--- config.mk ---
export PLATFORM = sky130hd
export DESIGN_NAME = fdmf_ctrl
export DESIGN_NICKNAME = d
export VERILOG_FILES = /design/src/fdmf_pkg.sv /design/src/fdmf_ctrl.sv
export SDC_FILE = /design/constraint.sdc
export NUM_CORES = 1
export LEC_CHECK = 0
export BUFFER_PORTS_ARGS = -buffer_cell sky130_fd_sc_hd__buf_2
export CAP_MARGIN = 10
export CORE_AREA = 2 2 39 41
export DETAILED_ROUTE_END_ITERATION = 8
export DIE_AREA = 0 0 41 43
export SLEW_MARGIN = 20
export SYNTH_ARGS = -nofsm -noshare
export SYNTH_HDL_FRONTEND = slang
export SYNTH_SLANG_ARGS = --single-unit
--- constraint.sdc ---
create_clock -name clk -period 2.7 [get_ports clk]
set_clock_uncertainty 0.2 [all_clocks]
set_input_delay 0.135 -clock clk [delete_from_list [all_inputs] [get_ports clk]]
set_output_delay 0.135 -clock clk [all_outputs]
set_load 0.05 [all_outputs]
--- src/fdmf_pkg.sv ---
`timescale 1ns / 1ps
// ----------------------------------------------------------------------------
// fdmf_pkg: shared types and constants of the duplicate message filter
// Request and result structs, command codes, controller states and the
// command and status bundles between controller and datapath.
// ----------------------------------------------------------------------------
package fdmf_pkg;

  localparam int DEFAULT_TABLE_ENTRIES = 128;
  localparam int INDEX_W = 64;
  localparam int LEN_W   = 32;
  localparam int KEY_W   = INDEX_W + LEN_W;

  // Request command codes.
  localparam logic CMD_ADD  = 1'b0;
  localparam logic CMD_FIND = 1'b1;

  typedef struct packed {
    logic                      command;
    logic signed [INDEX_W-1:0] send_index;
    logic        [LEN_W-1:0]   msg_len;
  } in_t;

  typedef struct packed {
    logic duplicate;
    logic added;
  } out_t;

  typedef enum logic [1:0] {
    ST_IDLE,
    ST_SCAN,
    ST_DRAIN,
    ST_FINISH
  } state_t;

  // Controller to datapath.
  typedef struct packed {
    logic load;    // capture a new request and start a search
    logic rd;      // read the next stored entry
    logic commit;  // write the result and update the table
  } cmd_t;

  // Datapath to controller.
  typedef struct packed {
    logic empty;     // table holds no entries
    logic last;      // current read is the last valid entry
    logic out_free;  // result register can take a new result
  } stat_t;

endpackage

--- src/fdmf_ctrl.sv ---
`timescale 1ns / 1ps
// ----------------------------------------------------------------------------
// fdmf_ctrl: request sequencer
// Steps one request through search, drain of the read pipe and commit.
// ----------------------------------------------------------------------------
module fdmf_ctrl (
  input  logic            clk,
  input  logic            rst_n,
  input  logic            in_valid,
  input  fdmf_pkg::stat_t stat,
  output fdmf_pkg::cmd_t  cmd,
  output logic            busy
);

  fdmf_pkg::state_t state_r;
  fdmf_pkg::state_t state_nxt;

  always_ff @(posedge clk) begin
    if (!rst_n) begin
      state_r <= fdmf_pkg::ST_IDLE;
    end else begin
      state_r <= state_nxt;
    end
  end

  always_comb begin
    state_nxt = state_r;
    case (state_r)
      fdmf_pkg::ST_IDLE: begin
        if (in_valid) begin
          state_nxt = stat.empty ? fdmf_pkg::ST_FINISH : fdmf_pkg::ST_SCAN;
        end
      end
      fdmf_pkg::ST_SCAN: begin
        if (stat.last) begin
          state_nxt = fdmf_pkg::ST_DRAIN;
        end
      end
      fdmf_pkg::ST_DRAIN: begin
        state_nxt = fdmf_pkg::ST_FINISH;
      end
      fdmf_pkg::ST_FINISH: begin
        if (stat.out_free) begin
          state_nxt = fdmf_pkg::ST_IDLE;
        end
      end
      default: begin
        state_nxt = fdmf_pkg::ST_IDLE;
      end
    endcase
  end

  always_comb begin
    cmd  = '0;
    busy = 1'b1;
    case (state_r)
      fdmf_pkg::ST_IDLE: begin
        busy     = 1'b0;
        cmd.load = in_valid;
      end
      fdmf_pkg::ST_SCAN: begin
        cmd.rd = 1'b1;
      end
      fdmf_pkg::ST_DRAIN: begin
        cmd = '0;
      end
      fdmf_pkg::ST_FINISH: begin
        cmd.commit = stat.out_free;
      end
      default: begin
        cmd = '0;
      end
    endcase
  end

endmodule

* After elaboration in Yosys (flattened, before gate mapping)
Index checks and enable logic that the tools add are counted.
Storage, ports and cells: bits in registers 2, input bits 6, logic and storage cells 18
Operators by class: equal/unequal tests 6, muxes and demuxes 9, reductions and logical operators 2
Operators by type and width (number):
- $mux W2 | 4
- $pmux W2 S4 | 1
- $ne A2 B2 Y1 const B | 3
- $eq A2 B2 Y1 const B | 2
- $mux W1 | 4
- $reduce_and A3 Y1 | 1
- $eq A2 B1 Y1 const B | 1
- $logic_not A2 Y1 | 1

* Depth between registers and ports, before layout
Gate-level depths: netlist of run 1.
depth in word-level cells 3, gate-level depth with buffers 5, depth with buffers taken out 5

* Worst setup path after synthesis of run 1
No wires, ideal clock.
kind flip-flop to output port, from register state_r[0], to output cmd[2] in the netlist's numbering, data arrival time 1.508 ns, path slack 0.857 ns, cell stages (with the launch flop) 5, path buffers 0, cell sequence dfxtp_1 > inv_1 > ha_1 > inv_1 > nor2_1
RTL lines:
- from (decl) | line fdmf_ctrl.sv:15 | fdmf_pkg::state_t state_r;
- from (signal assigned) | line fdmf_ctrl.sv:20 | state_r <= fdmf_pkg::ST_IDLE;
- from (signal assigned) | line fdmf_ctrl.sv:22 | state_r <= state_nxt;
- to (decl) | line fdmf_ctrl.sv:11 | output fdmf_pkg::cmd_t cmd,

* Final worst setup path of run 1
from register state_r[1], to register state_r[0]
On the way: word-level cells in the longest chain between the ends 3
Ends and longest elaborated chain:
- $eq A2 B1 Y1 (tied with other cells) | line fdmf_ctrl.sv:28 | case (state_r)
- $ne A2 B2 Y1 (no source line)
- $reduce_and A3 Y1 (no source line)
Several ways; a longest one is shown, not always the timed one. A chain may end at the register's enable or synchronous reset.

==> impl_table.tex, run 1 <==
\begin{tabular}{lr}
\hline
Metric & Value \\
\hline
\multicolumn{2}{l}{\textbf{Setup path}} \\
Worst R2R Path Depth & 4 \\
Flop-to-flop setup slack & $\sim$1.0 ns \\
R2R Path Start & state\_r[1] \\
Worst reg2reg path endpoint & state\_r[0] \\
Startpoint type of the worst setup path & flip-flop \\
Maximum fanout encountered on the critical timing path & 4 \\
CP endpoint kind & flip-flop \\
Kind of critical path & flip-flop to flip-flop \\
Arrival time reported for the critical path endpoint & roughly 1.6 ns \\
Endpoint required time on the critical path & roughly 2.7 ns \\
\multicolumn{2}{l}{\textbf{Yosys}} \\
Synth Net Count & 34 \\
Top post-synthesis cells by count & 5 x ha\_1, 5 x inv\_1, 3 x nand2\_1, 2 x dfxtp\_1, 2 x mux2i\_1 \\
Synth unique cells & 11 \\
Leading area contributor after synthesis & ha\_1 \\
Portion of the post-synthesis area used by sequential elements & around a fifth \\
Async S/R FF share, synth & 0\% \\
Simple-gate area share of the yosys netlist & $\sim$11\% \\
Seq cells post-synth & 2 \\
Mapped Avg Cell Area & 8.38 um2 \\
Number of synthesized flops with an enable pin & 0 \\
Ranking of synthesized cells by area & ha\_1 32\%, dfxtp\_1 21\%, mux2i\_1 10\%, inv\_1 9.7\%, mux2\_2 5.8\% \\
Mux contribution to synthesized area & roughly 16\% \\
Xor-xnor portion of the synthesized cell area & 0\% \\
Most instantiated flip-flop cell in the synthesis netlist & dfxtp\_1 \\
Post-synthesis compound-gate area fraction & around 7.8\% \\
Syn Inst Count & 23 \\
Top cell type's share of synthesized area & 32.5\% \\
Main combinational cell family by area after synthesis & adder cells \\
Post-Synth Adder-Cell Area & roughly a third \\
Synthesis Warnings & 0 \\
Post-synthesis instance area & between 150 and 200 um2 \\
\multicolumn{2}{l}{\textbf{Floorplan}} \\
Number of standard-cell rows in the floorplan & 14 \\
Initial Util & 13.9\% \\
Height of the chip & between 40 and 50 um \\
Area of the core & about 1400 um2 \\
Number of top-level design ports & 10 \\
Die area & 1760 um2 \\
Die width & 41 um \\
\multicolumn{2}{l}{\textbf{Detailed routing}} \\
Iter 0 DRT Violations & 3 \\
Total iterations of the first detailed-routing run & 4 \\
Number of remaining DRC errors & 0 \\
Routed via count divided by cell count & 3.50 \\
Per-cell routed wire length & slightly above 7 um \\
Remaining antenna violation count & 0 \\
Vias & roughly 180 \\
Aggregate routed wire length & 377 um \\
\multicolumn{2}{l}{\textbf{STA}} \\
Setup repair after global routing missed its margin & false \\
Setup TNS & 0 ns \\
Least-Margin Pin Slew & 0.469 ns \\
Total setup violations reported at the end of the flow & 0 \\
Hold WS & about 0.12 ns \\
Fraction of the cycle the final worst path needs & about three fifths \\
Final critical-path required period & 1.65 ns \\
Worst slew margin & approximately 69\% \\
Slew Viols, Final & 0 \\
Highest clock frequency the design can meet & between 600 and 700 MHz \\
Final hold violation count & 0 \\
\multicolumn{2}{l}{\textbf{Power}} \\
Standby leakage power & around 0.17 nW \\
Pwr per Cell Area & between 1000 and 1500 nW/um2 \\
Post-route total power & roughly 340 uW \\
Max rail drop VDD & 0.205 mV \\
\multicolumn{2}{l}{\textbf{Hold path}} \\
Worst Hold Depth & 4 \\
Endpoint of the worst hold-timing path & state\_r[1] \\
Type of the most critical hold path & primary input to flip-flop \\
Startpoint of the lowest-slack hold path & stat[2] \\
\multicolumn{2}{l}{\textbf{GRT}} \\
Leftover overflow at the end of global routing & 0 \\
Gr busiest metal & met2 \\
Wire length of the first global-routing pass & around 600 um \\
Met3 capacity usage during global routing & 6.28\% \\
GRT Total Usage & 5.61\% \\
Antenna violations before repair & 0 \\
Met2 Use GR & slightly below 7\% \\
Global routing met1 resource utilization & around 5\% \\
Maximum number of pins on one net before global-route repair & 5 \\
Vias in the first global route & between 150 and 200 \\
\multicolumn{2}{l}{\textbf{Clock network}} \\
Number of sinks driven by the clock tree & 2 \\
Library cell used as clock root buffer & clkbuf\_4 \\
Clock buffer depth & 2 \\
Clk\_lat worst skew & roughly 0.22 ns \\
TritonCTS clock tree & yes \\
H-tree Lvls & 1 \\
CTS clock-pin slew for the worst setup and hold paths & approximately 0.03 ns \\
Clock buffer count from CTS & 3 \\
Number of setup buffers added after CTS & 0 \\
\multicolumn{2}{l}{\textbf{Placed design}} \\
Final GP Congestion & between 0.6 and 0.7 \\
HPWL after detailed placement & 308 um \\
Count of input and output buffers & 9 \\
\multicolumn{2}{l}{\textbf{Layout}} \\
Inserted Diodes & 0 \\
Sequential cell area & between 40 and 50 um2 \\
Layout overhead on the synthesized area & 50.6\% \\
Number of fill cells & between 150 and 200 \\
Registers with the most flip-flops & state\_r (2) \\
Net count reported at finish & 49 \\
Multi-input gate area & 130 um2 \\
Max reg flops & 2 \\
Fraction of final layout cells with drive strength greater than 1 & 36.1\% \\
Register with the most flip-flops & state\_r \\
\multicolumn{2}{l}{\textbf{Status}} \\
Result of the run & finished clean \\
\multicolumn{2}{l}{\textbf{Run}} \\
Max cap viols & 0 \\
\hline
\end{tabular}
[worst max-delay path, stage by stage, from the launching register on]
cell	delay, ns
dfxtp_1	0.37
inv_1	0.09
ha_1	0.19
a222oi_1	0.49
mux2i_1	0.24
[worst max path at each step]
stage	start	to	slack [ns]	cells past startpoint
CTS	state_r[1]	state_r[0]	1.02	4
floorplan	state_r[0]	cmd[2]	0.86	4
global route	state_r[1]	state_r[0]	0.92	4
finish	state_r[1]	state_r[0]	1.05	4
detailed placement	state_r[1]	state_r[0]	1.03	4
global placement	state_r[1]	state_r[0]	1.04	4
[through the flow]
stage | utilization (%) | cells | instance area [um2] | worst slack [ns]
finish | 21.0 | 52 | 290 | 1.05
floorplan | - | 23 | 193 | 0.857
global placement | 18.6 | 48 | 258 | 1.04
CTS | 21.0 | 52 | 290 | 1.02
global route | 21.0 | 52 | 290 | 0.921
detailed placement | 18.6 | 48 | 258 | 1.03
[cells by family (layout without fill, tap and decap cells)]
kind of cell | after synthesis | after routing
buf+inv | 6 | 19
fa+ha+maj | 5 | 5
simple gates | 5 | 5
mux | 3 | 3
compound gates | 2 | 2
flops | 2 | 2
[layout by cell type (no fill, tap or decap)]
master | netlist | layout
inv_1 | 5 | 5
buf_2 | 0 | 9
nor2_1 | 1 | 1
ha_1 | 5 | 5
clkbuf_4 | 0 | 3
mux2i_1 | 2 | 2
and2_1 | 1 | 1
a222oi_1 | 1 | 1
dlygate4sd3_1 | 0 | 1
dfxtp_1 | 2 | 2
clkinv_1 | 1 | 1
nand2_1 | 3 | 3
mux2_2 | 1 | 1
o21ai_0 | 1 | 1
[where the power goes]
part           internal (mW)  total [mW]  leakage [nW]  switching (mW)
sequential            0.0435      0.0576        0.0166          0.0140
clock                 0.0490      0.0659        0.0138          0.0169
combinational         0.0707       0.217         0.136           0.147
[routing by layer]
layer  wire, um  up-vias  part of all wire [%]
met5          0        -                     0
met4          0        0                     0
met3         47        0                    12
met2        154        9                    41
met1        175       75                    46
li1           -       98                     -
[what timing repair did]
action	in CTS	in global routing
resized for setup	0	0
hold buffers	1	0
hold endpoints to repair	2	0
[cell type report]
type | instances | area share (%)
timing repair buffer | 10 | 19.0
sequential | 2 | 13.8
tap | 16 | 6.90
clock buffer | 3 | 7.76
inverter | 6 | 7.76
multi-input combinational | 15 | 44.8
Note: power is estimated with default switching activity, not from simulation.
==> run 2: changes to the inputs <==
==> constraint.sdc (replaced) <==
create_clock -name clk -period 1.6 [get_ports clk]
set_clock_uncertainty 0.2 [all_clocks]
set_input_delay 0.08 -clock clk [delete_from_list [all_inputs] [get_ports clk]]
set_output_delay 0.08 -clock clk [all_outputs]
set_load 0.05 [all_outputs]
==> impl_table.tex, run 2 (same netlist as run 1, synthesis figures left out) <==
\begin{tabular}{lr}
\hline
Metric & Value \\
\hline
\multicolumn{2}{l}{\textbf{Layout}} \\
Registers with the most flip-flops & state\_r (2) \\
Layout overhead on the synthesized area & 72.7\% \\
Sequential cell area & 47.5 um2 (+19\%) \\
Net count reported at finish & 50 (+2.0\%) \\
Fraction of final layout cells with drive strength greater than 1 & 56.8\% (+21 points) \\
Final std cell area, no fill & 333 um2 (+15\%) \\
Register with the most flip-flops & state\_r \\
Number of fill cells & 148 (-8.1\%) \\
Inserted Diodes & 0 (unchanged) \\
Max reg flops & 2 (unchanged) \\
Leading cell type in the layout, fill and taps excluded & buf\_2 \\
Most frequent cells in the layout & 7 x buf\_2, 4 x clkbuf\_4, 3 x inv\_1, 3 x nand2\_1, 3 x ha\_1 \\
Multi-input gate area & 153 um2 (+17\%) \\
\multicolumn{2}{l}{\textbf{STA}} \\
Slew Viols, Final & 0 (unchanged) \\
Hold WS & 0.0606 ns (-0.0638 ns) \\
Fraction of the cycle the final worst path needs & 94.6\% (+33 points) \\
Total setup violations reported at the end of the flow & 0 (unchanged) \\
Final critical-path required period & 1.51 ns (-0.138 ns) \\
Worst slew margin & 81.6\% (+13 points) \\
Least-Margin Pin Slew & 0.277 ns (-0.192 ns) \\
Highest clock frequency the design can meet & 661 MHz (+9.1\%) \\
Final hold violation count & 0 (unchanged) \\
\multicolumn{2}{l}{\textbf{Floorplan}} \\
Initial Util & 13.9\% (unchanged) \\
Number of standard-cell rows in the floorplan & 14 (unchanged) \\
Die width & 41 um (unchanged) \\
Die area & 1760 um2 (unchanged) \\
Area of the core & 1380 um2 (unchanged) \\
Number of top-level design ports & 10 (unchanged) \\
Height of the chip & 43 um (unchanged) \\
\multicolumn{2}{l}{\textbf{Hold path}} \\
Type of the most critical hold path & primary input to flip-flop \\
\multicolumn{2}{l}{\textbf{Detailed routing}} \\
Per-cell routed wire length & 7.11 um (-1.9\%) \\
Remaining antenna violation count & 0 (unchanged) \\
Vias & 188 (+3.3\%) \\
Iter 0 DRT Violations & 2 (-1) \\
Number of remaining DRC errors & 0 (unchanged) \\
Aggregate routed wire length & 377 um (unchanged) \\
Routed via count divided by cell count & 3.55 (+1.3\%) \\
Total iterations of the first detailed-routing run & 4 (unchanged) \\
\multicolumn{2}{l}{\textbf{Placed design}} \\
Cell area reported after detailed placement & 285 um2 (+11\%) \\
Final GP Congestion & 0.617 (+2.5\%) \\
HPWL after detailed placement & 304 um (-1.4\%) \\
Count of input and output buffers & 9 (unchanged) \\
\multicolumn{2}{l}{\textbf{Power}} \\
Switching power share of the total & 49.5\% (-2.6 points) \\
Comb power frac & 65.5\% (+1.7 points) \\
Internal Dissipation & 336 uW (+110\%) \\
Clock network fraction of total power & 16.2\% (-3.1 points) \\
Power spent charging and discharging nets & 329 uW (+85\%) \\
Max rail drop VDD & 0.435 mV (+110\%) \\
Standby leakage power & 0.173 nW (+3.9\%) \\
Fraction of power consumed by sequential logic & 18.3\% (+1.4 points) \\
Pwr per Cell Area & 2000 nW/um2 (+70\%) \\
\multicolumn{2}{l}{\textbf{GRT}} \\
Wire length of the first global-routing pass & 614 um (+2.3\%) \\
Vias in the first global route & 169 (+0.60\%) \\
GRT Total Usage & 5.71\% (+0.10 points) \\
Maximum number of pins on one net before global-route repair & 5 (unchanged) \\
Leftover overflow at the end of global routing & 0 (unchanged) \\
Antenna violations before repair & 0 (unchanged) \\
\multicolumn{2}{l}{\textbf{Setup path}} \\
Kind of critical path & flip-flop to flip-flop \\
Startpoint type of the worst setup path & flip-flop \\
CP endpoint kind & flip-flop \\
Maximum fanout encountered on the critical timing path & 4 (unchanged) \\
Endpoint required time on the critical path & 1.54 ns (-1.11 ns) \\
Arrival time reported for the critical path endpoint & 1.45 ns (-0.15 ns) \\
\multicolumn{2}{l}{\textbf{Clock network}} \\
CTS clock-pin slew for the worst setup and hold paths & 0.03 ns (about the same) \\
Clock buffer depth & 2 (unchanged) \\
Clock buffer count from CTS & 3 (unchanged) \\
Number of sinks driven by the clock tree & 2 (unchanged) \\
Clk\_lat worst skew & 0.22 ns (about the same) \\
Library cell used as clock root buffer & clkbuf\_4 \\
H-tree Lvls & 1 (unchanged) \\
TritonCTS clock tree & yes \\
\multicolumn{2}{l}{\textbf{Run}} \\
Max cap viols & 0 (unchanged) \\
\multicolumn{2}{l}{\textbf{Status}} \\
Result of the run & finished clean \\
\hline
\end{tabular}
-- run 2: cell types whose count changed in the layout (fill, tap and decap cells not counted), sizes merged --
cell	delta
clkbuf	+1
-- run 2: final timing paths --
kind | from | endpoint | slack [ns] | cells past startpoint
worst min-delay path | stat[2] | state_r[1] | 0.06 | 4
worst max register to register | state_r[0] | state_r[0] | 0.09 | 4
worst min register to register | state_r[1] | state_r[1] | 0.30 | 2
worst max-delay path | state_r[0] | state_r[0] | 0.09 | 4
-- run 2: layer usage --
layer / wire [um] / global-route usage [%]
met4: 0 / 6.00
met1: 193 / 6.07
met2: 142 / 6.25
met3: 42 / 4.71
met5: 0 / 0
-- run 2: what timing repair did --
action,in CTS,in global routing
hold buffers,1,0
endpoints found under the hold margin,2,0
gates resized for setup,3,5
buffers inserted,0,0
setup endpoints to repair,4,3
pin swaps,0,1
-- run 2: through the flow --
stage	util, %	power, mW	setup WS [ns]	instances	setup TNS [ns]
final	24.1	0.664	0.0864	53	0
after global routing	24.1	0.723	-0.00154	53	-0.00154
after CTS	23.3	0.660	0.0312	53	0
after detailed placement	20.6	0.524	-0.0278	49	-0.0278
after global placement	20.6	0.519	0.0475	49	0
after floorplan	-	0.445	0.00820	23	0
-- run 2: final cells by class --
class                           count  share of cell area [%]
Multi-Input combinational cell     15                    45.9
Timing Repair Buffer               11                    20.3
Sequential cell                     2                    14.3
Clock buffer                        3                    6.77
Inverter                            6                    6.77
Tap cell                           16                    6.02
-- run 2: worst max-delay path, stage by stage (launching register included) --
cell	delay (ns)
dfxtp_4	0.35
ha_1	0.21
a222oi_1	0.31
buf_4	0.18
mux2i_1	0.18
-- run 2: power groups by stage --
stage	Sequential (mW)	Combinational, mW	Clock, mW
finish	0.122	0.435	0.108
global route	0.127	0.468	0.128
CTS	0.112	0.431	0.116
detailed placement	0.108	0.416	0
global placement	0.104	0.414	0
floorplan	0.0991	0.346	0
